--- src/rtl/gregorian_date_info_unit_defines.svh ---
// Assertion macros for the Gregorian date info unit.
`ifndef GREGORIAN_DATE_INFO_UNIT_DEFINES_SVH
`define GREGORIAN_DATE_INFO_UNIT_DEFINES_SVH

`ifndef SYNTH
`define GDI_ASSERT_NOW(lbl, ante, cons) \
  lbl: assert property (@(posedge clk) disable iff (!rst_n) (ante) |-> (cons)) \
    else $error("gdi assertion failed");
`define GDI_ASSERT_NEXT(lbl, ante, cons) \
  lbl: assert property (@(posedge clk) disable iff (!rst_n) (ante) |=> (cons)) \
    else $error("gdi assertion failed");
`else
`define GDI_ASSERT_NOW(lbl, ante, cons)
`define GDI_ASSERT_NEXT(lbl, ante, cons)
`endif

`endif

--- src/rtl/gdi_pkg.sv ---
// Shared types, constants and calendar tables of the Gregorian date info unit.
package gdi_pkg;

  localparam int YearW  = 14;
  localparam int MonthW = 4;
  localparam int DayW   = 5;
  localparam int ShYearW = 15;  // year + 400, minus one for Jan/Feb

  // floor(x / 25) = (x * Recip25) >> RecipShift, exact for x below 4200
  localparam logic [10:0] Recip25    = 11'd1311;
  localparam int          RecipShift = 15;

  localparam logic [3:0] MonthFeb = 4'd2;

  typedef struct packed {
    logic [ShYearW-1:0] y;        // shifted year for the weekday sum
    logic [11:0]        yq;       // year >> 2
    logic               div4;     // year divisible by 4
    logic [23:0]        py;       // (y >> 2) * Recip25
    logic [22:0]        pyr;      // (year >> 2) * Recip25
    logic [MonthW-1:0]  month;
    logic [DayW-1:0]    day;
  } s1_t;

  typedef struct packed {
    logic [ShYearW-1:0] s;        // weekday sum before mod 7
    logic               leap;
    logic [4:0]         mlen;
    logic               invalid;
    logic [MonthW-1:0]  month;
    logic [DayW-1:0]    day;
  } s2_t;

  typedef struct packed {
    logic [2:0] wd;
    logic [4:0] to_mend;
    logic [8:0] to_yend;
    logic       leap;
    logic [4:0] mlen;
    logic       invalid;
  } s3_t;

  function automatic logic [4:0] month_len(input logic [3:0] m, input logic leap);
    logic [4:0] r;
    unique case (m)
      4'd1, 4'd3, 4'd5, 4'd7, 4'd8, 4'd10, 4'd12: r = 5'd31;
      4'd4, 4'd6, 4'd9, 4'd11:                     r = 5'd30;
      MonthFeb:                                    r = leap ? 5'd29 : 5'd28;
      default:                                     r = 5'd0;
    endcase
    return r;
  endfunction

  // (31 * m) / 12 with m counted from March as 1
  function automatic logic [4:0] month_offset(input logic [3:0] m);
    logic [4:0] r;
    unique case (m)
      4'd1:    r = 5'd28;
      4'd2:    r = 5'd31;
      4'd3:    r = 5'd2;
      4'd4:    r = 5'd5;
      4'd5:    r = 5'd7;
      4'd6:    r = 5'd10;
      4'd7:    r = 5'd12;
      4'd8:    r = 5'd15;
      4'd9:    r = 5'd18;
      4'd10:   r = 5'd20;
      4'd11:   r = 5'd23;
      4'd12:   r = 5'd25;
      default: r = 5'd0;
    endcase
    return r;
  endfunction

  function automatic logic [8:0] days_before(input logic [3:0] m);
    logic [8:0] r;
    unique case (m)
      4'd1:    r = 9'd0;
      4'd2:    r = 9'd31;
      4'd3:    r = 9'd59;
      4'd4:    r = 9'd90;
      4'd5:    r = 9'd120;
      4'd6:    r = 9'd151;
      4'd7:    r = 9'd181;
      4'd8:    r = 9'd212;
      4'd9:    r = 9'd243;
      4'd10:   r = 9'd273;
      4'd11:   r = 9'd304;
      4'd12:   r = 9'd334;
      default: r = 9'd0;
    endcase
    return r;
  endfunction

endpackage

--- src/rtl/gdi_decode.sv ---
// Stage 1: shift the year and start both divisions by 100.
module gdi_decode (
  input  logic                      clk,
  input  logic                      rst_n,
  input  logic                      up_valid,
  output logic                      up_ready,
  input  logic [gdi_pkg::YearW-1:0] year,
  input  logic [gdi_pkg::MonthW-1:0] month,
  input  logic [gdi_pkg::DayW-1:0]  day,
  output logic                      dn_valid,
  input  logic                      dn_ready,
  output gdi_pkg::s1_t              dn_data
);

  logic                        valid_r;
  gdi_pkg::s1_t                data_r;
  gdi_pkg::s1_t                data_nxt;
  logic                        jan_feb;
  logic [gdi_pkg::ShYearW-1:0] sh_year;
  logic [12:0]                 yq4;

  assign up_ready = !valid_r || dn_ready;
  assign jan_feb  = (month <= gdi_pkg::MonthFeb);
  assign sh_year  = {1'b0, year} + 15'd400 - {14'd0, jan_feb};
  assign yq4      = sh_year[14:2];

  always_comb begin
    data_nxt       = '0;
    data_nxt.y     = sh_year;
    data_nxt.yq    = year[13:2];
    data_nxt.div4  = (year[1:0] == 2'd0);
    data_nxt.py    = {11'd0, yq4} * {13'd0, gdi_pkg::Recip25};
    data_nxt.pyr   = {11'd0, year[13:2]} * {12'd0, gdi_pkg::Recip25};
    data_nxt.month = month;
    data_nxt.day   = day;
  end

  always_ff @(posedge clk) begin
    if (!rst_n) begin
      valid_r <= 1'b0;
    end else if (up_ready) begin
      valid_r <= up_valid;
    end
  end

  always_ff @(posedge clk) begin
    if (up_ready && up_valid) begin
      data_r <= data_nxt;
    end
  end

  assign dn_valid = valid_r;
  assign dn_data  = data_r;

endmodule

--- src/rtl/gdi_calendar.sv ---
// Stage 2: leap year, month length, validity and the weekday sum.
module gdi_calendar (
  input  logic         clk,
  input  logic         rst_n,
  input  logic         up_valid,
  output logic         up_ready,
  input  gdi_pkg::s1_t up_data,
  output logic         dn_valid,
  input  logic         dn_ready,
  output gdi_pkg::s2_t dn_data
);

  logic         valid_r;
  gdi_pkg::s2_t data_r;
  gdi_pkg::s2_t data_nxt;
  logic [8:0]   q100;
  logic [7:0]   k;
  logic [11:0]  k25;
  logic         cent;

  assign up_ready = !valid_r || dn_ready;

  assign q100 = up_data.py[gdi_pkg::RecipShift +: 9];
  assign k    = up_data.pyr[gdi_pkg::RecipShift +: 8];
  assign k25  = {k, 4'd0} + {1'b0, k, 3'd0} + {4'd0, k};
  // year is a whole century when it is divisible by 4 and (year >> 2) is a multiple of 25
  assign cent = up_data.div4 && (up_data.yq == k25);

  always_comb begin
    data_nxt         = '0;
    data_nxt.leap    = (up_data.div4 && !cent) || (cent && (k[1:0] == 2'd0));
    data_nxt.mlen    = gdi_pkg::month_len(up_data.month, data_nxt.leap);
    data_nxt.invalid = (data_nxt.mlen == 5'd0) || (up_data.day == 5'd0) ||
                       (up_data.day > data_nxt.mlen);
    data_nxt.s       = {10'd0, up_data.day} + up_data.y + {2'd0, up_data.y[14:2]}
                     - {6'd0, q100} + {8'd0, q100[8:2]}
                     + {10'd0, gdi_pkg::month_offset(up_data.month)};
    data_nxt.month   = up_data.month;
    data_nxt.day     = up_data.day;
  end

  always_ff @(posedge clk) begin
    if (!rst_n) begin
      valid_r <= 1'b0;
    end else if (up_ready) begin
      valid_r <= up_valid;
    end
  end

  always_ff @(posedge clk) begin
    if (up_ready && up_valid) begin
      data_r <= data_nxt;
    end
  end

  assign dn_valid = valid_r;
  assign dn_data  = data_r;

endmodule

--- src/rtl/gdi_count.sv ---
// Stage 3: weekday mod 7 and the day counts to month end and year end.
module gdi_count (
  input  logic         clk,
  input  logic         rst_n,
  input  logic         up_valid,
  output logic         up_ready,
  input  gdi_pkg::s2_t up_data,
  output logic         dn_valid,
  input  logic         dn_ready,
  output gdi_pkg::s3_t dn_data
);

  logic         valid_r;
  gdi_pkg::s3_t data_r;
  gdi_pkg::s3_t data_nxt;
  logic [5:0]   fold1;
  logic [3:0]   fold2;
  logic [2:0]   fold3;
  logic [8:0]   doy;

  assign up_ready = !valid_r || dn_ready;

  // 8 is 1 mod 7: add octal digits until three bits remain
  assign fold1 = {3'd0, up_data.s[2:0]} + {3'd0, up_data.s[5:3]} + {3'd0, up_data.s[8:6]}
               + {3'd0, up_data.s[11:9]} + {3'd0, up_data.s[14:12]};
  assign fold2 = {1'b0, fold1[5:3]} + {1'b0, fold1[2:0]};
  assign fold3 = {2'd0, fold2[3]} + fold2[2:0];

  assign doy = gdi_pkg::days_before(up_data.month) + {4'd0, up_data.day}
             + {8'd0, up_data.leap && (up_data.month > gdi_pkg::MonthFeb)};

  always_comb begin
    data_nxt         = '0;
    data_nxt.leap    = up_data.leap;
    data_nxt.mlen    = up_data.mlen;
    data_nxt.invalid = up_data.invalid;
    if (!up_data.invalid) begin
      data_nxt.wd      = (fold3 == 3'd7) ? 3'd0 : fold3;
      data_nxt.to_mend = up_data.mlen - up_data.day + 5'd1;
      data_nxt.to_yend = 9'd366 + {8'd0, up_data.leap} - doy;
    end
  end

  always_ff @(posedge clk) begin
    if (!rst_n) begin
      valid_r <= 1'b0;
    end else if (up_ready) begin
      valid_r <= up_valid;
    end
  end

  always_ff @(posedge clk) begin
    if (up_ready && up_valid) begin
      data_r <= data_nxt;
    end
  end

  assign dn_valid = valid_r;
  assign dn_data  = data_r;

endmodule

--- src/rtl/gregorian_date_info_unit.sv ---
// Gregorian date info unit: one date in, one result out, four register stages.
// out_tvalid rises once an item has passed the decode, calendar, count and output
// registers, and one item can enter every cycle unless the output stalls. Each
// stage holds while the one after it is full and stalled, so bubbles close up and
// in_tready follows out_tready through that ready chain. The weekday uses the
// closed Gregorian formula with Sunday as 0; the divisions by 100 and 400 are
// reciprocal multiplies in the first stage. For an invalid month or day, out_tuser
// is set and the weekday, weekend, days-to-Sunday and both day counts read zero;
// leap year and month length are still given.
`include "gregorian_date_info_unit_defines.svh"

module gregorian_date_info_unit (
  input  logic        clk,
  input  logic        rst_n,
  input  logic        in_tvalid,
  output logic        in_tready,
  input  logic [23:0] in_tdata,   // year[13:0], month[17:14], day[22:18]
  output logic        out_tvalid,
  input  logic        out_tready,
  output logic [31:0] out_tdata,  // weekday[2:0], is_weekend[3], days_to_sunday[6:4],
                                  // days_to_month_end[11:7], days_to_year_end[20:12],
                                  // leap_year[21], month_length[26:22]
  output logic [0:0]  out_tuser   // invalid_date[0]
);

  gdi_pkg::s1_t s1_data;
  gdi_pkg::s2_t s2_data;
  gdi_pkg::s3_t s3_data;
  logic         s1_valid, s2_valid, s3_valid;
  logic         s2_ready, s3_ready, s4_ready;

  logic         valid_r;
  logic [31:0]  tdata_r;
  logic [0:0]   tuser_r;
  logic [31:0]  tdata_nxt;
  logic         wkend;
  logic [2:0]   to_sun;

  gdi_decode u_decode (
    .clk      (clk),
    .rst_n    (rst_n),
    .up_valid (in_tvalid),
    .up_ready (in_tready),
    .year     (in_tdata[13:0]),
    .month    (in_tdata[17:14]),
    .day      (in_tdata[22:18]),
    .dn_valid (s1_valid),
    .dn_ready (s2_ready),
    .dn_data  (s1_data)
  );

  gdi_calendar u_calendar (
    .clk      (clk),
    .rst_n    (rst_n),
    .up_valid (s1_valid),
    .up_ready (s2_ready),
    .up_data  (s1_data),
    .dn_valid (s2_valid),
    .dn_ready (s3_ready),
    .dn_data  (s2_data)
  );

  gdi_count u_count (
    .clk      (clk),
    .rst_n    (rst_n),
    .up_valid (s2_valid),
    .up_ready (s3_ready),
    .up_data  (s2_data),
    .dn_valid (s3_valid),
    .dn_ready (s4_ready),
    .dn_data  (s3_data)
  );

  assign s4_ready = !valid_r || out_tready;

  // weekday is already zero for an invalid date, so days-to-Sunday follows it; weekend is masked
  assign wkend  = !s3_data.invalid && ((s3_data.wd == 3'd0) || (s3_data.wd == 3'd6));
  assign to_sun = (s3_data.wd == 3'd0) ? 3'd0 : 3'd7 - s3_data.wd;

  assign tdata_nxt = {5'd0, s3_data.mlen, s3_data.leap, s3_data.to_yend,
                      s3_data.to_mend, to_sun, wkend, s3_data.wd};

  always_ff @(posedge clk) begin
    if (!rst_n) begin
      valid_r <= 1'b0;
    end else if (s4_ready) begin
      valid_r <= s3_valid;
    end
  end

  always_ff @(posedge clk) begin
    if (s4_ready && s3_valid) begin
      tdata_r <= tdata_nxt;
      tuser_r <= s3_data.invalid;
    end
  end

  assign out_tvalid = valid_r;
  assign out_tdata  = tdata_r;
  assign out_tuser  = tuser_r;

  `GDI_ASSERT_NOW(a_invalid_zeroed, out_tvalid && out_tuser[0], out_tdata[20:0] == 21'd0)
  `GDI_ASSERT_NOW(a_sunday_sum, out_tvalid && !out_tuser[0],
    ((out_tdata[2:0] == 3'd0) && (out_tdata[6:4] == 3'd0)) ||
    ({1'b0, out_tdata[2:0]} + {1'b0, out_tdata[6:4]} == 4'd7))
  `GDI_ASSERT_NOW(a_month_count, out_tvalid && !out_tuser[0],
    (out_tdata[11:7] != 5'd0) && (out_tdata[11:7] <= out_tdata[26:22]) &&
    ({4'd0, out_tdata[11:7]} <= out_tdata[20:12]))

endmodule

--- config.mk ---
export PLATFORM = sky130hd
export DESIGN_NAME = gregorian_date_info_unit
export DESIGN_NICKNAME = d
export VERILOG_FILES = /design/src/rtl/gdi_pkg.sv /design/src/rtl/gdi_decode.sv /design/src/rtl/gdi_calendar.sv /design/src/rtl/gdi_count.sv /design/src/rtl/gregorian_date_info_unit.sv
export VERILOG_INCLUDE_DIRS = /design/src /design/src/rtl
export SDC_FILE = /design/constraint.sdc
export NUM_CORES = 1
export LEC_CHECK = 0
export BUFFER_PORTS_ARGS = -buffer_cell sky130_fd_sc_hd__buf_2
export CAP_MARGIN = 20
export CORE_MARGIN = 8
export CORE_UTILIZATION = 59
export CTS_CLUSTER_SIZE = 24
export DETAILED_ROUTE_END_ITERATION = 12
export GPL_TIMING_DRIVEN = 1
export PLACE_DENSITY = 0.77
export SYNTH_ARGS = -nofsm -noshare
export SYNTH_HDL_FRONTEND = slang
export SYNTH_SLANG_ARGS = --single-unit
--- constraint.sdc ---
create_clock -name clk -period 29 [get_ports clk]
set_clock_uncertainty 0.15 [all_clocks]
set_input_delay 5.8 -clock clk [delete_from_list [all_inputs] [get_ports clk]]
set_output_delay 5.8 -clock clk [all_outputs]
set_load 0.03 [all_outputs]
**Word level (Yosys, flattened, before mapping)**

Memories as Yosys holds them, arrays and structs flattened. A register that Yosys moved wholly into a read port is not among the register bits.
Cells that the tools add are included.

- Register bits: 171
- Output and inout bits: 35
- Logic and storage cells: 105
- ROM bits: 224
- Input bits: 28
- Memories kept: 2

- Reduce and logical (&&, ||, !) cells: 31
- Equal/unequal tests: 15
- $lt $le $gt $ge: 3
- $add $sub $neg: 22
- Multipliers: 2
- Muxes and demuxes: 4

Memories:

| memory | words | bits a word | read ports | clocked after Yosys merged registers in | write ports | RTL line | text |
|---|---|---|---|---|---|---|---|
| (name not given) | 16 | 9 | 1 | 1 | 0 | gdi_pkg.sv:77 | `unique case (m)` |
| (name not given) | 16 | 5 | 1 | 1 | 0 | gdi_pkg.sv:57 | `unique case (m)` |

Operators by type and width:

| cell | count |
|---|---|
| $mul A13 B11 Y24 const B | 1 |
| $mul A12 B11 Y23 const B | 1 |
| $eq A4 B4 Y1 const B | 5 |
| $add A6 B3 Y6 | 3 |
| $eq A4 B3 Y1 const B | 4 |
| $add A14 B9 Y15 const B | 1 |
| $add A15 B13 Y15 | 1 |
| $add A15 B5 Y15 | 1 |
| $add A15 B7 Y15 | 1 |
| $add A5 B15 Y15 | 1 |
| $pmux W5 S3 | 1 |
| $sub A15 B1 Y15 | 1 |
| $sub A15 B9 Y15 | 1 |
| $add A12 B11 Y12 | 1 |
| $add A12 B8 Y12 | 1 |
| $eq A12 B12 Y1 | 1 |
| $logic_not A5 Y1 | 2 |
| $add A9 B1 Y9 | 1 |
| $add A9 B1 Y9 const A | 1 |
| $add A9 B5 Y9 | 1 |
| $logic_and A1 B1 Y1 | 9 |
| $sub A9 B9 Y9 | 1 |
| $add A3 B3 Y4 | 2 |
| $eq A4 B2 Y1 const B | 2 |
| other kinds (18) | 33 |

**Longest topological paths before layout**

- Word-level depth: 12
- Gate-level depth with buffers: 33
- Depth with buffers taken out: 33

**Hierarchy**

A second synthesis with hierarchy kept.

- Cells, all modules: 1382
- Area total of the unflattened synthesis: 15673.8 um^2

Modules (own cells, without submodules):

| module | instances | sequential area each (um^2) | cells each | area each (um^2) |
|---|---|---|---|---|
| gdi_decode | 1 | 2482.4 | 811 | 9153.8 |
| gdi_calendar | 1 | 890.9 | 337 | 3390.8 |
| gdi_count | 1 | 740.7 | 187 | 2154.6 |
| gregorian_date_info_unit | 1 | 860.8 | 47 | 974.7 |

**Worst setup path before layout**

Ideal clock, no wire load.

- Kind: input to register
- From: in in_tdata[15]
- To: reg u_decode.data_r (netlist bit u_decode.dn_data[55]), data pin
- Data required time: 28.590 ns
- Slack: 15.770 ns
- Arrival time: 12.820 ns
- Cell stages on the path: 31
- Setup time: 0.260 ns
- Buffers on the path: 0
- Cells stage by stage: a211oi_1 -> ha_1 -> inv_1 -> ha_1 -> inv_1 -> fa_1 -> nor2b_1 -> o21ai_1 -> nand2_1 -> a211o_1 -> a211o_2 -> a211o_1 -> and4_4 -> nor3_1 -> fa_1 -> inv_1 -> ha_1 -> fa_1 -> fa_1 -> inv_1 -> fa_1 -> inv_1 -> ha_1 -> nand4_1 -> or4_1 -> o211a_1 -> a21oi_1 -> o41a_1 -> a21o_1 -> a21oi_1 -> xnor2_1

RTL lines:

| element | RTL line | text |
|---|---|---|
| from (decl) | gregorian_date_info_unit.sv:17 | `input logic [23:0] in_tdata,` |
| to (signal assigned) | gdi_decode.sv:48 | `data_r <= data_nxt;` |
| to (decl) | gdi_decode.sv:16 | `gdi_pkg::s1_t data_r;` |

==> run metrics <==
status completed; Area growth, synth to finish 9.35%; post-synth top area share 27.9%; CP peak stage delay 0.59 ns; via count 8592; final wirelength 24000 um; Hold Buf Count CTS 0; Rows 56; IO buf count 56; WP data arrival 13.80 ns; H-tree Lvls 4; placed insts 1613; Die Span X 171 um; Worst-path clk slew 0.06 ns; Synth area leader edfxtp_1; worst r2r dst u_calendar.dn_data[9]$_DFFE_PP_; final hold vios 0; worst hold path class flop to flop; post-synthesis async set-or-reset flop share 0%; first-pass GRT wire length 42000 um; hold_sp u_count.dn_data[8]$_SDFFCE_PP0P_; fin crit share 47.5%; Non-Filler Instances 1646; min cycle time layout 13.78 ns; # nets final 1759; antenna cells 0; R2R setup slack 23.81 ns; Setup Crit Path Kind input port to flop; Initial Util 60.0%; clock root cell clkbuf_16; Ports 63; vias per cell 5.22; worst-margin pin slew 1.04 ns; Worst-Skew Late Latency 0.42 ns; Worst Hold Path EP out_tdata[13]$_DFFE_PP_; largest net degree at the start of global routing 48; DRT Pass-1 Iters 5; highest fanout seen on the critical path 4; Max Root-Sink Buffers 2; hold_ws 0.267 ns; Finished Cell Area 0.0154 mm^2; number of gates resized after cts 0; GPL Wtd Cong 0.845; synth cell count leaders 287 x ha_1, 282 x inv_1, 131 x edfxtp_1; YS warnings 0; reg2reg path depth 14; critical path's top delay family adder cells; RR Startpoint u_decode.dn_data[25]$_DFFE_PP_; hold path cells 0; Worst EP required 29.02 ns; ANT nets after route 0; top cells by area, synth edfxtp_1 28%, ha_1 25%, fa_1 18%, inv_1 7.5%, xnor2_1 3.4%; post-synth design cell area 0.0141 mm^2; CTS Buf Count 17; Remaining DRCs 0; sequential-to-total area share from yosys stat 30.5%; Tot GR Track Use 17.9%; setup repair bufs after CTS 0; cells after synthesis 1235; initial antenna violation count 0; share of cells above drive strength 1 8.52%; highest clock rate 72.6 MHz; vias in the first global route 9249; DP HPWL 19400 um; syn_area_per_cell 11.4 um^2; clk sinks 149; Cell variety after synth 60; Die ar. 0.0291 mm^2; Post-synth EDFFs 131; max-cap violation count 0; CP Buf/Inv Count 6; CP max-delay cell nor3_1; Placed Area 0.0148 mm^2; CTS tree yes; chip height 171 um; final setup violation count 0; grt ovf 0; Setup crit start kind input port; WL per Instance 14.6 um; most common cell in the netlist ha_1; most common flop cell mapped by yosys edfxtp_1; relative slew slack 30.4%; RSZ-0062 raised after global routing false; Worst setup EP type flop; synthesis-stage register bit count 149; core footprint 0.0235 mm^2; setup TNS 0 ns; Final Max Tran Viols 0; Initial DRC Count 409
per-layer routing:
layer	global-route usage (%)	wire length (um)
met1	22.2	10800
met2	32.1	12000
met3	2.01	831
met4	5.49	394
met5	0	0
final cells by class:
| class | instances | area, um^2 |
|---|---|---|
| Clock inverter | 15 | 156 |
| Clock buffer | 17 | 425 |
| Timing Repair Buffer | 65 | 375 |
| Fill cell | 1740 | 8070 |
| Tap cell | 319 | 399 |
| Inverter | 283 | 1060 |
| Multi-Input combinational cell | 798 | 8690 |
| Sequential cell | 149 | 4290 |
worst max-delay path by stage:
stage	slack [ns]	to	start	cells past startpoint
2_1_floorplan	15.77	u_decode.dn_data[55]$_DFFE_PP_	in_tdata[15]	31
3_3_place_gp	14.86	u_decode.dn_data[55]$_DFFE_PP_	in_tdata[15]	32
3_5_place_dp	14.79	u_decode.dn_data[55]$_DFFE_PP_	in_tdata[15]	32
4_1_cts	15.19	u_decode.dn_data[55]$_DFFE_PP_	in_tdata[15]	32
5_1_grt	14.72	u_decode.dn_data[55]$_DFFE_PP_	in_tdata[15]	32
6_report	15.22	u_decode.dn_data[55]$_DFFE_PP_	in_tdata[15]	32
cell usage in the layout (no fill, tap or decap), drive strengths merged, types with 17 or more instances in the layout:
cell,Yosys,final
nor3,20,20
buf,7,65
fa,130,130
xnor2,54,54
a21o,21,21
inv,283,292
nand2,26,26
clkbuf,2,17
xor2,24,24
ha,287,287
nor2,47,47
a21oi,38,38
dfxtp,18,18
o21ai,23,23
edfxtp,131,131
nor2b,19,19
state kept, by name, indices dropped and copies added, names as in the netlist, named ones only:
name                 count
out_tdata               25
out_tuser                1
out_tvalid               1
u_calendar.dn_data      29
u_calendar.dn_valid      1
u_count.dn_data         22
u_count.dn_valid         1
u_decode.dn_data        54
u_decode.dn_valid        1
through the flow:
step | utilization, % | worst slack [ns]
floorplan | - | 15.77
global placement | 63.0 | 14.86
detailed placement | 63.0 | 14.79
CTS | 65.5 | 15.19
global route | 65.6 | 14.72
finish | 65.6 | 15.22
cell families (layout without fill, tap and decap cells):
kind of cell    after synthesis  after routing  synth area share, %
compound gates              135            135                 6.36
xor+xnor                     78             78                 4.85
fa+ha+maj                   417            417                 44.0
buf+inv                     292            380                 7.97
flops                       149            149                 30.5
mux                          13             13                 1.09
other cells                   1              5               0.0266
simple gates                150            150                 5.27
Power is left out: the tool's default activity adds up to more than one toggle a clock period on the data nets, which glitch-free logic cannot reach.
